==> src/sv/rbca_pkg.sv <==
// ----------------------------------------------------------------------------
// rbca_pkg: shared types and constants for the reorder buffer ack unit
// Field widths, result codes and back-end sequencer states.
// ----------------------------------------------------------------------------
`default_nettype none
package rbca_pkg;

    localparam int SEQ_W = 31;
    localparam int LEN_W = 11;
    localparam int HND_W = 6;
    localparam int KIND_W = 2;
    // width used for length saturation and handle reduction compares
    localparam int CMP_W = 17;

    typedef enum logic [KIND_W-1:0] {
        KIND_WRITE = 2'd0,
        KIND_ACK   = 2'd1,
        KIND_END   = 2'd2
    } t_kind;

    typedef struct packed {
        logic             is_end;
        logic [SEQ_W-1:0] seq;
        logic [LEN_W-1:0] len;
        logic [HND_W-1:0] hnd;
    } t_seg;

    typedef enum logic [3:0] {
        S_IDLE,
        S_EOS,
        S_PURGE,
        S_CLASS,
        S_DSEARCH,
        S_DADV,
        S_EMIT_RD,
        S_EMIT_LD,
        S_ACK
    } t_state;

endpackage
`default_nettype wire

==> src/sv/reorder_buffer_cumulative_ack_unit.sv <==
// ----------------------------------------------------------------------------
// reorder_buffer_cumulative_ack_unit: receive reassembly with cumulative ack
// Usage:
//   Input channel (i_valid/o_ready) carries one segment header per transfer:
//   sequence number, length (zero = end of stream) and payload handle.
//   Output channel (o_valid/i_ready) carries result transfers: write
//   commands for in-order payload, then one cumulative ack; an end-of-stream
//   segment yields a single end result. o_last_result marks a segment's
//   final result; o_ack_number is the expected byte after the whole segment.
//   A 2-deep intake queue accepts segments while the back end works.
// Sequence:
//   Back end runs a stale purge and a classify step per segment, then for
//   each drained table entry a search and then a slot read, then for each
//   write a buffer read and an output load, and last the ack. The drain
//   searches the table sequentially, one entry per search step.
// Reset: table emptied, expected byte set to 0, queues and output cleared.
// Stall: results stay in the output register while i_ready is low; the
//   back end waits and the intake queue fills, then drops o_ready.
// ----------------------------------------------------------------------------
`default_nettype none
module reorder_buffer_cumulative_ack_unit #(
    parameter int TABLE_SLOTS  = 16,
    parameter int MAX_SEGMENT  = 1024,
    parameter int HANDLE_COUNT = 64
) (
    input  wire logic                        i_clk,
    input  wire logic                        i_rst_n,
    input  wire logic                        i_valid,
    output logic                             o_ready,
    input  wire logic [rbca_pkg::SEQ_W-1:0]  i_seq_number,
    input  wire logic [rbca_pkg::LEN_W-1:0]  i_seg_length,
    input  wire logic [rbca_pkg::HND_W-1:0]  i_payload_handle,
    output logic                             o_valid,
    input  wire logic                        i_ready,
    output logic [rbca_pkg::KIND_W-1:0]      o_result_kind,
    output logic [rbca_pkg::SEQ_W-1:0]       o_write_offset,
    output logic [rbca_pkg::LEN_W-1:0]       o_write_length,
    output logic [rbca_pkg::HND_W-1:0]       o_write_handle,
    output logic [rbca_pkg::SEQ_W-1:0]       o_ack_number,
    output logic                             o_dropped,
    output logic                             o_last_result
);
    import rbca_pkg::*;

    // front to back segment transfer
    t_seg w_seg;
    logic w_seg_valid;
    logic w_seg_ready;

    // intake: length saturation, handle reduction, queue
    rbca_front #(
        .MAX_SEGMENT (MAX_SEGMENT),
        .HANDLE_COUNT(HANDLE_COUNT)
    ) u_front (
        .i_clk           (i_clk),
        .i_rst_n         (i_rst_n),
        .i_valid         (i_valid),
        .o_ready         (o_ready),
        .i_seq_number    (i_seq_number),
        .i_seg_length    (i_seg_length),
        .i_payload_handle(i_payload_handle),
        .o_seg_valid     (w_seg_valid),
        .i_seg_ready     (w_seg_ready),
        .o_seg           (w_seg)
    );

    // table, drain and result output
    rbca_back #(
        .TABLE_SLOTS(TABLE_SLOTS)
    ) u_back (
        .i_clk         (i_clk),
        .i_rst_n       (i_rst_n),
        .i_seg_valid   (w_seg_valid),
        .o_seg_ready   (w_seg_ready),
        .i_seg         (w_seg),
        .o_valid       (o_valid),
        .i_ready       (i_ready),
        .o_result_kind (o_result_kind),
        .o_write_offset(o_write_offset),
        .o_write_length(o_write_length),
        .o_write_handle(o_write_handle),
        .o_ack_number  (o_ack_number),
        .o_dropped     (o_dropped),
        .o_last_result (o_last_result)
    );

endmodule
`default_nettype wire

==> src/sv/rbca_front.sv <==
// ----------------------------------------------------------------------------
// rbca_front: segment intake
// Normalizes length and handle, queues segments for the back end (2 deep).
// ----------------------------------------------------------------------------
`default_nettype none
module rbca_front #(
    parameter int MAX_SEGMENT  = 1024,
    parameter int HANDLE_COUNT = 64
) (
    input  wire logic                       i_clk,
    input  wire logic                       i_rst_n,
    input  wire logic                       i_valid,
    output logic                            o_ready,
    input  wire logic [rbca_pkg::SEQ_W-1:0] i_seq_number,
    input  wire logic [rbca_pkg::LEN_W-1:0] i_seg_length,
    input  wire logic [rbca_pkg::HND_W-1:0] i_payload_handle,
    output logic                            o_seg_valid,
    input  wire logic                       i_seg_ready,
    output rbca_pkg::t_seg                  o_seg
);
    import rbca_pkg::*;

    localparam logic [CMP_W-1:0] MAX_LEN = CMP_W'(MAX_SEGMENT);
    localparam logic [CMP_W-1:0] HCOUNT  = CMP_W'(HANDLE_COUNT);

    // restoring reduction, one compare-subtract per handle bit
    function automatic logic [HND_W-1:0] hnd_mod(input logic [HND_W-1:0] h);
        logic [CMP_W-1:0] v;
        logic [CMP_W-1:0] d;
        v = CMP_W'(h);
        for (int s = HND_W - 1; s >= 0; s--) begin
            d = HCOUNT << s;
            if (v >= d) begin
                v = v - d;
            end
        end
        return v[HND_W-1:0];
    endfunction

    t_seg       r_q [2];
    logic       r_wp;
    logic       r_rp;
    logic [1:0] r_cnt;
    t_seg       w_in;
    logic       w_push;
    logic       w_pop;

    always_comb begin
        w_in.is_end = (i_seg_length == '0);
        w_in.seq    = i_seq_number;
        w_in.len    = (CMP_W'(i_seg_length) > MAX_LEN) ? MAX_LEN[LEN_W-1:0] : i_seg_length;
        w_in.hnd    = hnd_mod(i_payload_handle);
    end

    assign o_ready     = (r_cnt != 2'd2);
    assign w_push      = i_valid && o_ready;
    assign o_seg_valid = (r_cnt != 2'd0);
    assign w_pop       = o_seg_valid && i_seg_ready;
    assign o_seg       = r_q[r_rp];

    always_ff @(posedge i_clk) begin
        if (w_push) begin
            r_q[r_wp] <= w_in;
        end
    end

    always_ff @(posedge i_clk) begin
        if (!i_rst_n) begin
            r_wp  <= 1'b0;
            r_rp  <= 1'b0;
            r_cnt <= 2'd0;
        end else begin
            if (w_push) begin
                r_wp <= ~r_wp;
            end
            if (w_pop) begin
                r_rp <= ~r_rp;
            end
            r_cnt <= r_cnt + 2'(w_push) - 2'(w_pop);
        end
    end

endmodule
`default_nettype wire

==> src/sv/rbca_back.sv <==
// ----------------------------------------------------------------------------
// rbca_back: reassembly table, drain sequencer and result output
// Stores ahead segments, drains in-order runs, emits writes then the ack.
// ----------------------------------------------------------------------------
`default_nettype none
module rbca_back #(
    parameter int TABLE_SLOTS = 16
) (
    input  wire logic                        i_clk,
    input  wire logic                        i_rst_n,
    input  wire logic                        i_seg_valid,
    output logic                             o_seg_ready,
    input  wire rbca_pkg::t_seg              i_seg,
    output logic                             o_valid,
    input  wire logic                        i_ready,
    output logic [rbca_pkg::KIND_W-1:0]      o_result_kind,
    output logic [rbca_pkg::SEQ_W-1:0]       o_write_offset,
    output logic [rbca_pkg::LEN_W-1:0]       o_write_length,
    output logic [rbca_pkg::HND_W-1:0]       o_write_handle,
    output logic [rbca_pkg::SEQ_W-1:0]       o_ack_number,
    output logic                             o_dropped,
    output logic                             o_last_result
);
    import rbca_pkg::*;

    localparam int SIW = (TABLE_SLOTS > 1) ? $clog2(TABLE_SLOTS) : 1;
    localparam int CW  = $clog2(TABLE_SLOTS + 1);

    t_state r_state;
    t_state n_state;
    t_seg   r_item;
    logic [SEQ_W-1:0]       r_next;
    logic [TABLE_SLOTS-1:0] r_valid;
    logic [SEQ_W-1:0]       r_seq [TABLE_SLOTS];

    // slot payload store
    logic [LEN_W-1:0] m_len [TABLE_SLOTS];
    logic [HND_W-1:0] m_hnd [TABLE_SLOTS];
    logic [LEN_W-1:0] r_m_len;
    logic [HND_W-1:0] r_m_hnd;

    // pending write commands for the current step
    logic [SEQ_W-1:0] b_off [TABLE_SLOTS];
    logic [LEN_W-1:0] b_len [TABLE_SLOTS];
    logic [HND_W-1:0] b_hnd [TABLE_SLOTS];
    logic [SEQ_W-1:0] r_b_off;
    logic [LEN_W-1:0] r_b_len;
    logic [HND_W-1:0] r_b_hnd;
    logic [CW-1:0]    r_cnt;
    logic [SIW-1:0]   r_idx;
    logic             r_drop;

    logic [KIND_W-1:0] r_o_kind;
    logic [SEQ_W-1:0]  r_o_off;
    logic [LEN_W-1:0]  r_o_len;
    logic [HND_W-1:0]  r_o_hnd;
    logic [SEQ_W-1:0]  r_o_ack;
    logic              r_o_drop;
    logic              r_o_last;
    logic              r_o_valid;

    logic             w_match_hit;
    logic [SIW-1:0]   w_match_idx;
    logic             w_free_hit;
    logic [SIW-1:0]   w_free_idx;
    logic             w_dup;
    logic             w_ahead;
    logic             w_equal;
    logic             w_out_free;
    logic             w_last_wr;
    logic             w_ld;
    logic [KIND_W-1:0] w_kind;
    logic [SEQ_W-1:0] w_off;
    logic [LEN_W-1:0] w_len;
    logic [HND_W-1:0] w_hnd;
    logic             w_drop;
    logic             w_last;

    // lowest matching / free slot
    always_comb begin
        w_match_hit = 1'b0;
        w_match_idx = '0;
        w_free_hit  = 1'b0;
        w_free_idx  = '0;
        w_dup       = 1'b0;
        for (int i = TABLE_SLOTS - 1; i >= 0; i--) begin
            if (r_valid[i] && r_seq[i] == r_next) begin
                w_match_hit = 1'b1;
                w_match_idx = SIW'(i);
            end
            if (!r_valid[i]) begin
                w_free_hit = 1'b1;
                w_free_idx = SIW'(i);
            end
            if (r_valid[i] && r_seq[i] == r_item.seq) begin
                w_dup = 1'b1;
            end
        end
    end

    assign w_ahead    = r_item.seq > r_next;
    assign w_equal    = r_item.seq == r_next;
    assign w_out_free = !r_o_valid || i_ready;
    assign w_last_wr  = (CW'(r_idx) + CW'(1)) == r_cnt;

    // next state
    always_comb begin
        n_state = r_state;
        unique case (r_state)
            S_IDLE: begin
                if (i_seg_valid) begin
                    n_state = i_seg.is_end ? S_EOS : S_PURGE;
                end
            end
            S_PURGE:   n_state = S_CLASS;
            S_CLASS:   n_state = (w_equal && w_free_hit) ? S_DSEARCH : S_ACK;
            S_DSEARCH: n_state = w_match_hit ? S_DADV : S_EMIT_RD;
            S_DADV:    n_state = S_DSEARCH;
            S_EMIT_RD: n_state = S_EMIT_LD;
            S_EMIT_LD: begin
                if (w_out_free) begin
                    n_state = w_last_wr ? S_ACK : S_EMIT_RD;
                end
            end
            S_ACK, S_EOS: begin
                if (w_out_free) begin
                    n_state = S_IDLE;
                end
            end
            default: n_state = S_IDLE;
        endcase
    end

    // result selection
    always_comb begin
        w_ld   = 1'b0;
        w_kind = KIND_ACK;
        w_off  = '0;
        w_len  = '0;
        w_hnd  = '0;
        w_drop = 1'b0;
        w_last = 1'b0;
        unique case (r_state)
            S_EOS: begin
                w_ld   = w_out_free;
                w_kind = KIND_END;
                w_last = 1'b1;
            end
            S_EMIT_LD: begin
                w_ld   = w_out_free;
                w_kind = KIND_WRITE;
                w_off  = r_b_off;
                w_len  = r_b_len;
                w_hnd  = r_b_hnd;
            end
            S_ACK: begin
                w_ld   = w_out_free;
                w_kind = KIND_ACK;
                w_drop = r_drop;
                w_last = 1'b1;
            end
            default: begin
                w_ld = 1'b0;
            end
        endcase
    end

    assign o_seg_ready = (r_state == S_IDLE);

    // memories
    always_ff @(posedge i_clk) begin
        if (r_state == S_CLASS && w_ahead && !w_dup && w_free_hit) begin
            m_len[w_free_idx] <= r_item.len;
            m_hnd[w_free_idx] <= r_item.hnd;
        end
        r_m_len <= m_len[w_match_idx];
        r_m_hnd <= m_hnd[w_match_idx];
    end

    always_ff @(posedge i_clk) begin
        if (r_state == S_CLASS) begin
            b_off[0] <= r_item.seq;
            b_len[0] <= r_item.len;
            b_hnd[0] <= r_item.hnd;
        end else if (r_state == S_DADV) begin
            b_off[r_cnt[SIW-1:0]] <= r_next;
            b_len[r_cnt[SIW-1:0]] <= r_m_len;
            b_hnd[r_cnt[SIW-1:0]] <= r_m_hnd;
        end
        r_b_off <= b_off[r_idx];
        r_b_len <= b_len[r_idx];
        r_b_hnd <= b_hnd[r_idx];
    end

    // datapath without reset
    always_ff @(posedge i_clk) begin
        if (r_state == S_IDLE && i_seg_valid) begin
            r_item <= i_seg;
        end
        if (r_state == S_CLASS && w_ahead && !w_dup && w_free_hit) begin
            r_seq[w_free_idx] <= r_item.seq;
        end
        if (w_ld) begin
            r_o_kind <= w_kind;
            r_o_off  <= w_off;
            r_o_len  <= w_len;
            r_o_hnd  <= w_hnd;
            r_o_ack  <= r_next;
            r_o_drop <= w_drop;
            r_o_last <= w_last;
        end
    end

    // control
    always_ff @(posedge i_clk) begin
        if (!i_rst_n) begin
            r_state   <= S_IDLE;
            r_next    <= '0;
            r_valid   <= '0;
            r_cnt     <= '0;
            r_idx     <= '0;
            r_drop    <= 1'b0;
            r_o_valid <= 1'b0;
        end else begin
            r_state <= n_state;
            if (w_ld) begin
                r_o_valid <= 1'b1;
            end else if (i_ready) begin
                r_o_valid <= 1'b0;
            end
            unique case (r_state)
                S_PURGE: begin
                    for (int i = 0; i < TABLE_SLOTS; i++) begin
                        if (r_seq[i] < r_next) begin
                            r_valid[i] <= 1'b0;
                        end
                    end
                end
                S_CLASS: begin
                    r_idx  <= '0;
                    r_cnt  <= '0;
                    r_drop <= !w_free_hit && (w_equal || (w_ahead && !w_dup));
                    if (w_ahead && !w_dup && w_free_hit) begin
                        r_valid[w_free_idx] <= 1'b1;
                    end
                    if (w_equal && w_free_hit) begin
                        r_cnt  <= CW'(1);
                        r_next <= r_next + SEQ_W'(r_item.len);
                    end
                end
                S_DSEARCH: begin
                    if (w_match_hit) begin
                        r_valid[w_match_idx] <= 1'b0;
                    end
                end
                S_DADV: begin
                    r_cnt  <= r_cnt + CW'(1);
                    r_next <= r_next + SEQ_W'(r_m_len);
                end
                S_EMIT_LD: begin
                    if (w_out_free) begin
                        r_idx <= r_idx + SIW'(1);
                    end
                end
                default: begin
                    r_idx <= r_idx;
                end
            endcase
        end
    end

    assign o_valid        = r_o_valid;
    assign o_result_kind  = r_o_kind;
    assign o_write_offset = r_o_off;
    assign o_write_length = r_o_len;
    assign o_write_handle = r_o_hnd;
    assign o_ack_number   = r_o_ack;
    assign o_dropped      = r_o_drop;
    assign o_last_result  = r_o_last;

    a_drop_no_write: assert property (@(posedge i_clk) disable iff (!i_rst_n)
        (r_o_valid && r_o_kind == KIND_WRITE) |-> !r_o_drop)
        else $error("write result carries drop flag");

    a_end_is_last: assert property (@(posedge i_clk) disable iff (!i_rst_n)
        (r_o_valid && r_o_kind == KIND_END) |-> r_o_last)
        else $error("end result not marked last");

    a_drain_has_write: assert property (@(posedge i_clk) disable iff (!i_rst_n)
        (r_state == S_DSEARCH) |-> (r_cnt != '0))
        else $error("drain without the leading write");

    a_cnt_bound: assert property (@(posedge i_clk) disable iff (!i_rst_n)
        r_cnt <= CW'(TABLE_SLOTS))
        else $error("write count beyond table size");

endmodule
`default_nettype wire
==> config.mk <==
export PLATFORM = sky130hd
export DESIGN_NAME = reorder_buffer_cumulative_ack_unit
export DESIGN_NICKNAME = d
export VERILOG_FILES = /design/src/sv/rbca_pkg.sv /design/src/sv/reorder_buffer_cumulative_ack_unit.sv /design/src/sv/rbca_front.sv /design/src/sv/rbca_back.sv
export SDC_FILE = /design/constraint.sdc
export NUM_CORES = 2
export LEC_CHECK = 0
export BUFFER_PORTS_ARGS = -buffer_cell sky130_fd_sc_hd__buf_2
export CAP_MARGIN = 20
export CORE_MARGIN = 5
export CORE_UTILIZATION = 30
export DETAILED_ROUTE_END_ITERATION = 8
export PLACE_DENSITY = 0.5
export SLEW_MARGIN = 10
export SYNTH_ARGS = -nofsm -noshare
export SYNTH_HDL_FRONTEND = slang
export SYNTH_HIERARCHICAL = 1
export SYNTH_SLANG_ARGS = --single-unit
export TNS_END_PERCENT = 1
==> constraint.sdc <==
create_clock -name i_clk -period 10.5 [get_ports i_clk]
set_input_delay 2.1 -clock i_clk [delete_from_list [all_inputs] [get_ports i_clk]]
set_output_delay 2.1 -clock i_clk [all_outputs]
set_load 0.005 [all_outputs]
======== Yosys cells after proc, flatten, opt, wreduce, memory -nomap -nowiden ========
Memory sizes are Yosys's and may differ from the RTL's. A register that Yosys moved wholly into a read port is not among the register bits.
Cells that the tools add are included.
storage, ports and cells
  memories ................................ 7
  logic and storage cells ................. 363
  input bits .............................. 52
  bits in registers ....................... 197
  output and inout bits ................... 85
  RAM bits ................................ 1,634
memories
  name          words  bits a word  read ports  clocked after Yosys merged registers in  write ports  RTL line          text
  u_back.b_off  16     31           1           1                                        1            rbca_back.sv:43   logic [SEQ_W-1:0] b_off [TABLE_SLOTS];
  u_back.r_seq  16     31           16          0                                        1            rbca_back.sv:34   logic [SEQ_W-1:0] r_seq [TABLE_SLOTS];
  u_back.b_len  16     11           1           1                                        1            rbca_back.sv:44   logic [LEN_W-1:0] b_len [TABLE_SLOTS];
  u_back.m_len  16     11           1           1                                        1            rbca_back.sv:37   logic [LEN_W-1:0] m_len [TABLE_SLOTS];
  u_front.r_q   2      49           1           1                                        1            rbca_front.sv:40  t_seg r_q [2];
  u_back.b_hnd  16     6            1           1                                        1            rbca_back.sv:45   logic [HND_W-1:0] b_hnd [TABLE_SLOTS];
  +1 memories   --     --           --          --                                       --           --
operators by class
  $add $sub $neg .......................... 7
  reductions and logical operators ........ 79
  multiplexer cells ....................... 143
  eq/ne operators ......................... 65
  $lt $le $gt $ge ......................... 22
  bitwise logic cells ..................... 5
operators by type and width
  operator                count
  $eq A31 B31 Y1          33
  $lt A31 B31 Y1          16
  $mux W4                 41
  $mux W1                 85
  $reduce_and A4 Y1       16
  $add A31 B11 Y31        2
  $mux W31                2
  $pmux W31 S2            1
  $pmux W16 S3            1
  $logic_and A1 B1 Y1     43
  $ne A2 B1 Y1 const B    21
  $mux W16                2
  $pmux W4 S8             1
  $gt A31 B31 Y1          1
  $reduce_or A31 Y1       1
  $mux W11                2
  $and A16 B16 Y16        1
  $eq A4 B3 Y1 const B    4
  $not A16 Y16            1
  $or A16 B16 Y16         1
  $gt A11 B11 Y1 const B  1
  $logic_not A11 Y1       1
  $reduce_or A11 Y1       1
  $lt A4 B5 Y1 const B    2
  28 further kinds        41

======== Logic depth before layout (Yosys ltp) ========
An unclocked memory read counts as a cell.
  word-level depth ........................ 27
  depth in mapped cells ................... 20
  mapped depth without buffers ............ 16

======== Cells and area by module ========
Netlist, hierarchy kept.
by module, submodules not included
  module      sequential area each (µm²)  area an instance (µm²)  times used  cells an instance
  rbca_back   52,600.4                    82,218.9                1           5,271
  rbca_front  3,042.9                     3,927.5                 1           198

======== Worst setup path before layout ========
Ideal clock, no wire load.
  path kind ............................... register to register
  start point ............................. register u_back.r_next[10]
  end point ............................... memory u_back.m_hnd[10][0] (enable)
  clock period less this slack ............ 6.139 ns
  path buffers ............................ 1
  required time ........................... 9.985 ns
  path slack .............................. 4.361 ns
  arrival time ............................ 5.624 ns
  setup time .............................. 0.515 ns
  cell stages (with the launch flop) ...... 12
  cell sequence ........................... dfxtp_1 > inv_1 > ha_1 > nand3_1 > or2_2 > a31oi_1 > o31a_1 > a211oi_1 > nor4b_2 > nand2_1 > buf_2 > nor3_1
on the way
  longest elaborated chain between the ends .. 6
ends and longest elaborated chain
  item                               RTL line          text
  start, declared                    rbca_back.sv:32   logic [SEQ_W-1:0] r_next;
  start signal, assigned             rbca_back.sv:248  r_next <= r_next + SEQ_W'(r_item.len);
  start signal, assigned             rbca_back.sv:258  r_next <= r_next + SEQ_W'(r_m_len);
  $gt A31 B31 Y1                     rbca_back.sv:101  assign w_ahead = r_item.seq > r_next;
  $logic_and A1 B1 Y1 (3 in series)  rbca_back.sv:172  if (r_state == S_CLASS && w_ahead && !w_dup && w_free_hit) begin
  $mux W1                            rbca_back.sv:172
  $mux W1 (not written as such)      rbca_back.sv:174  m_hnd[w_free_idx] <= r_item.hnd;
  end, declared                      rbca_back.sv:38   logic [HND_W-1:0] m_hnd [TABLE_SLOTS];
Every way passes these cells.

======== Final worst setup path ========
  start point ............................. register u_back.r_next[19]
  end point ............................... register u_back.r_m_len[3] (read register of u_back.m_len)
on the way
  longest elaborated chain between the ends .. 18
  elaborated cells between the ends (all ways) .. 48
  those cells by class .................... 16 x eq/ne; 16 x mux; 16 x reduce/logical
ends and longest elaborated chain
  item                    RTL line         text
  $eq A31 B31 Y1          rbca_back.sv:87  if (r_valid[i] && r_seq[i] == r_next) begin
  $logic_and A1 B1 Y1     rbca_back.sv:87
  $mux W4 (15 in series)  rbca_back.sv:87
  $mux W4 *               rbca_back.sv:87
  end, declared           rbca_back.sv:39  logic [LEN_W-1:0] r_m_len;
Mark *: on every way between the ends. The rest lies on a longest branch, timed or not.
A chain may end at the register's enable or synchronous reset.

==> out/metrics.csv <==
stage;metric;value;unit
timing;fin. max-slew vios;0;
timing;setup_tns;0;ns
die;Die X;546;µm
placed_design;IO buf count;136;
route;antenna viol nets, final;0;
clock_tree;post-CTS setup buffers;0;
layout;register area;0.0557;mm²
yosys;Synth Instances;5469;
clock_tree;Sink Count;1897;
worst_setup_path;Worst setup SP type;register;
global_routing;GRT Total Usage;0.176;
global_routing;GRT Residual Overflow;0;
layout;Area Growth Syn to Fin;14.7;%
placed_design;pre-CTS setup slack;4.66;ns
power;worst-case vdd ir drop;0.126;mV
route;Vias/cell;5.22;
route;first-iteration detailed-routing DRC count;5024;
route;DR pass1 iterations;5;
clock_tree;CTS clk-pin slew, worst paths;0.07;ns
worst_setup_path;CP Max Fanout;137;
worst_setup_path;Crit. End Element;register;
yosys;Syn Area/Cell;15.8;µm²
timing;period utilisation layout;0.570;
route;Vias;50800;
yosys;Synth warnings;6;
yosys;Post-Synthesis Net Count;6063;
layout;share of cells above drive strength 1;0.169;
clock_tree;Clock Root Buffer;clkbuf_16;
timing;Slew HR;0.195;
clock_tree;Inserted Clock Buffers;205;
die;DIE AREA;0.298;mm²
timing;final setup skew;0.0503;ns
layout;Multi-input gate area;0.0293;mm²
clock_tree;post-CTS sizing;0;
global_routing;number of global-route vias before repair;51200;
global_routing;largest net degree at the start of global routing;138;
clock_tree;Max Root-Sink Buffers;4;
clock_tree;worst skew pair latency;0.87;ns
yosys;Top FF cell, synth;edfxtp_1;
die;Rows;196;
job;Max Cap Viol;0;
timing;final setup violation count;0;
layout;final net count;6401;
timing;achievable frequency;167;MHz
route;DRC;0;
layout;Core Util, Final;0.346;
power;cell area power density;204;mW/mm²
die;Ports;137;
route;Detailed Route WL;271;mm
run_status;status;complete, no violations;
timing;worst slew pin tran;1.19;ns
clock_tree;Hold Buf Count CTS;0;
route;WL per Instance;27.8;µm
worst_hold_path;Tightest Hold Check Type;register to register;
placed_design;GP Congestion;0.876;
clock_tree;CTS tree;yes;
layout;filler instances;27400;
yosys;share of async-settable or async-resettable flops after synthesis;0;
die;Core Box Area;0.285;mm²
yosys;number of synthesized flops with an enable pin;1765;
global_routing;initial antenna violation count;14;
timing;post-route setup slack;4.51;ns
yosys;Yosys reg bits;1897;
yosys;register area share after synthesis;0.646;
yosys;Yosys cell types;85;
worst_setup_path;WP data arrival;6.70;ns
worst_setup_path;Crit Path Class;register to register;
timing;Tmin final;5.99;ns
clock_tree;H-tree depth;4;
worst_setup_path;Worst Path Required;11.21;ns
die;Initial Util;0.302;
die;Die Ht;546;µm
timing;Hold Fails Final Rpt;0;
global_routing;first-pass GRT wire length;384;mm
timing;RSZ-0062 raised after global routing;false;
placed_design;detailed placement HPWL;165;mm
power;leakage;0.0330;µW
yosys;area of the mapped netlist;0.0861;mm²
==> state kept, by name (all words and copies together), names as in the netlist, 48 cells and up, named ones only <==
register	count
u_back/b_hnd	96
u_back/b_len	176
u_back/b_off	496
u_back/m_hnd	96
u_back/m_len	176
u_back/r_item	48
u_back/r_seq	496
u_front/r_q	98
==> cells in the mapped netlist (56+ instances only) <==
cell type  number  share of area
xor2_1         72         0.0073
inv_1          78         0.0034
nor4_1         75         0.0054
o22ai_1        56         0.0041
nand2_1       219         0.0095
nand3_1        76         0.0044
xnor2_1       448          0.046
mux4_2        240          0.063
mux2_2         57         0.0075
mux2i_1       127          0.015
and2_1         60         0.0044
o21ai_0       146         0.0085
edfxtp_1     1765           0.62
dfxtp_1       132          0.031
a21o_1        124          0.011
nor2_1        168         0.0073
a21oi_1       214          0.012
nor2b_1        59         0.0043
nand4_1       262          0.019
ha_1          541          0.079
nor3_1         66         0.0038
clkbuf_1       82         0.0036
==> power breakdown <==
part | internal, µW | total (µW) | switching, µW
Combinational | 960 | 3410 | 2450
Sequential | 9250 | 9460 | 204
Clock | 4240 | 7260 | 3020
==> path summary, 6_finish.rpt <==
kind                                   from                                end  slack (ns)  cells past startpoint
max reg2reg  u_back/r_next[19]$_SDFFE_PN0P_          u_back/r_m_len[3]$_DFF_P_        4.51                     14
min          u_back/r_next[30]$_SDFFE_PN0P_  u_back/o_ack_number[30]$_DFFE_PP_        0.44                      0
min reg2reg  u_back/r_next[30]$_SDFFE_PN0P_  u_back/o_ack_number[30]$_DFFE_PP_        0.44                      0
max          u_back/r_next[19]$_SDFFE_PN0P_          u_back/r_m_len[3]$_DFF_P_        4.51                     14
==> cell usage in the layout, fill, tap and decap left out, types with 76 or more instances in the layout <==
master,synthesis,routed
edfxtp_1,1765,1765
ha_1,541,541
xnor2_1,448,448
nand4_1,262,262
mux4_2,240,240
nand2_1,219,218
a21oi_1,214,213
clkbuf_16,0,206
buf_4,39,185
nor2_1,168,147
buf_2,18,136
o21ai_0,146,130
mux2i_1,127,127
dfxtp_1,132,126
a21o_1,124,124
inv_1,78,77
nand3_1,76,76
==> through the flow <==
| stage | area [µm²] | cells | total power (µW) | hold slack, ns |
|---|---|---|---|---|
| floorplan | 86100 | 5469 | 11500 | 0.408 |
| global placement | 92000 | 9352 | 13000 | 0.417 |
| detailed placement | 92100 | 9357 | 13000 | 0.419 |
| CTS | 98700 | 9726 | 20300 | 0.440 |
| global route | 98800 | 9731 | 20800 | 0.444 |
| finish | 98800 | 9735 | 20100 | 0.440 |
==> cell families after synthesis <==
kind of cell             Yosys count  share of synthesized area
multiplexers                     434                     0.0867
adder cells (fa/ha/maj)          542                     0.0788
AND/OR/NAND/NOR                 1096                     0.0674
flip-flops                      1897                      0.646
buffers and inverters            276                     0.0174
AO/OA/AOI/OAI                    704                     0.0509
XOR/XNOR                         520                     0.0529
==> area by class of cell <==
cell class | count | area share
clock inverter | 102 | 0.0109
tap | 3762 | 0.0476
inverter | 79 | 0.00303
sequential | 1897 | 0.563
antenna | 4 | 0.000101
timing repair buffer | 328 | 0.0219
clock buffer | 267 | 0.0564
multi-input combinational | 3296 | 0.297
==> critical path, stage by stage (launching register included) <==
cell	delay, ns
dfxtp_1	0.34
inv_1	0.67
buf_4	0.44
ha_1	0.22
nand4_1	0.10
nor4_1	0.86
nand3_1	0.60
nand2_1	0.29
a311oi_2	0.11
nor2_4	0.35
buf_12	0.64
mux2i_1	0.31
o22ai_1	0.10
nor3_1	0.39
nand2_1	0.14
==> routing by layer <==
| layer | wire length [µm] | part of all wire | GRT usage |
|---|---|---|---|
| met1 | 125000 | 0.46 | 0.255 |
| met4 | 7500 | 0.028 | 0.0469 |
| met2 | 122000 | 0.45 | 0.275 |
| met5 | 0 | 0 | 0 |
| met3 | 16800 | 0.062 | 0.0282 |
(Power assumes the default switching activity.)
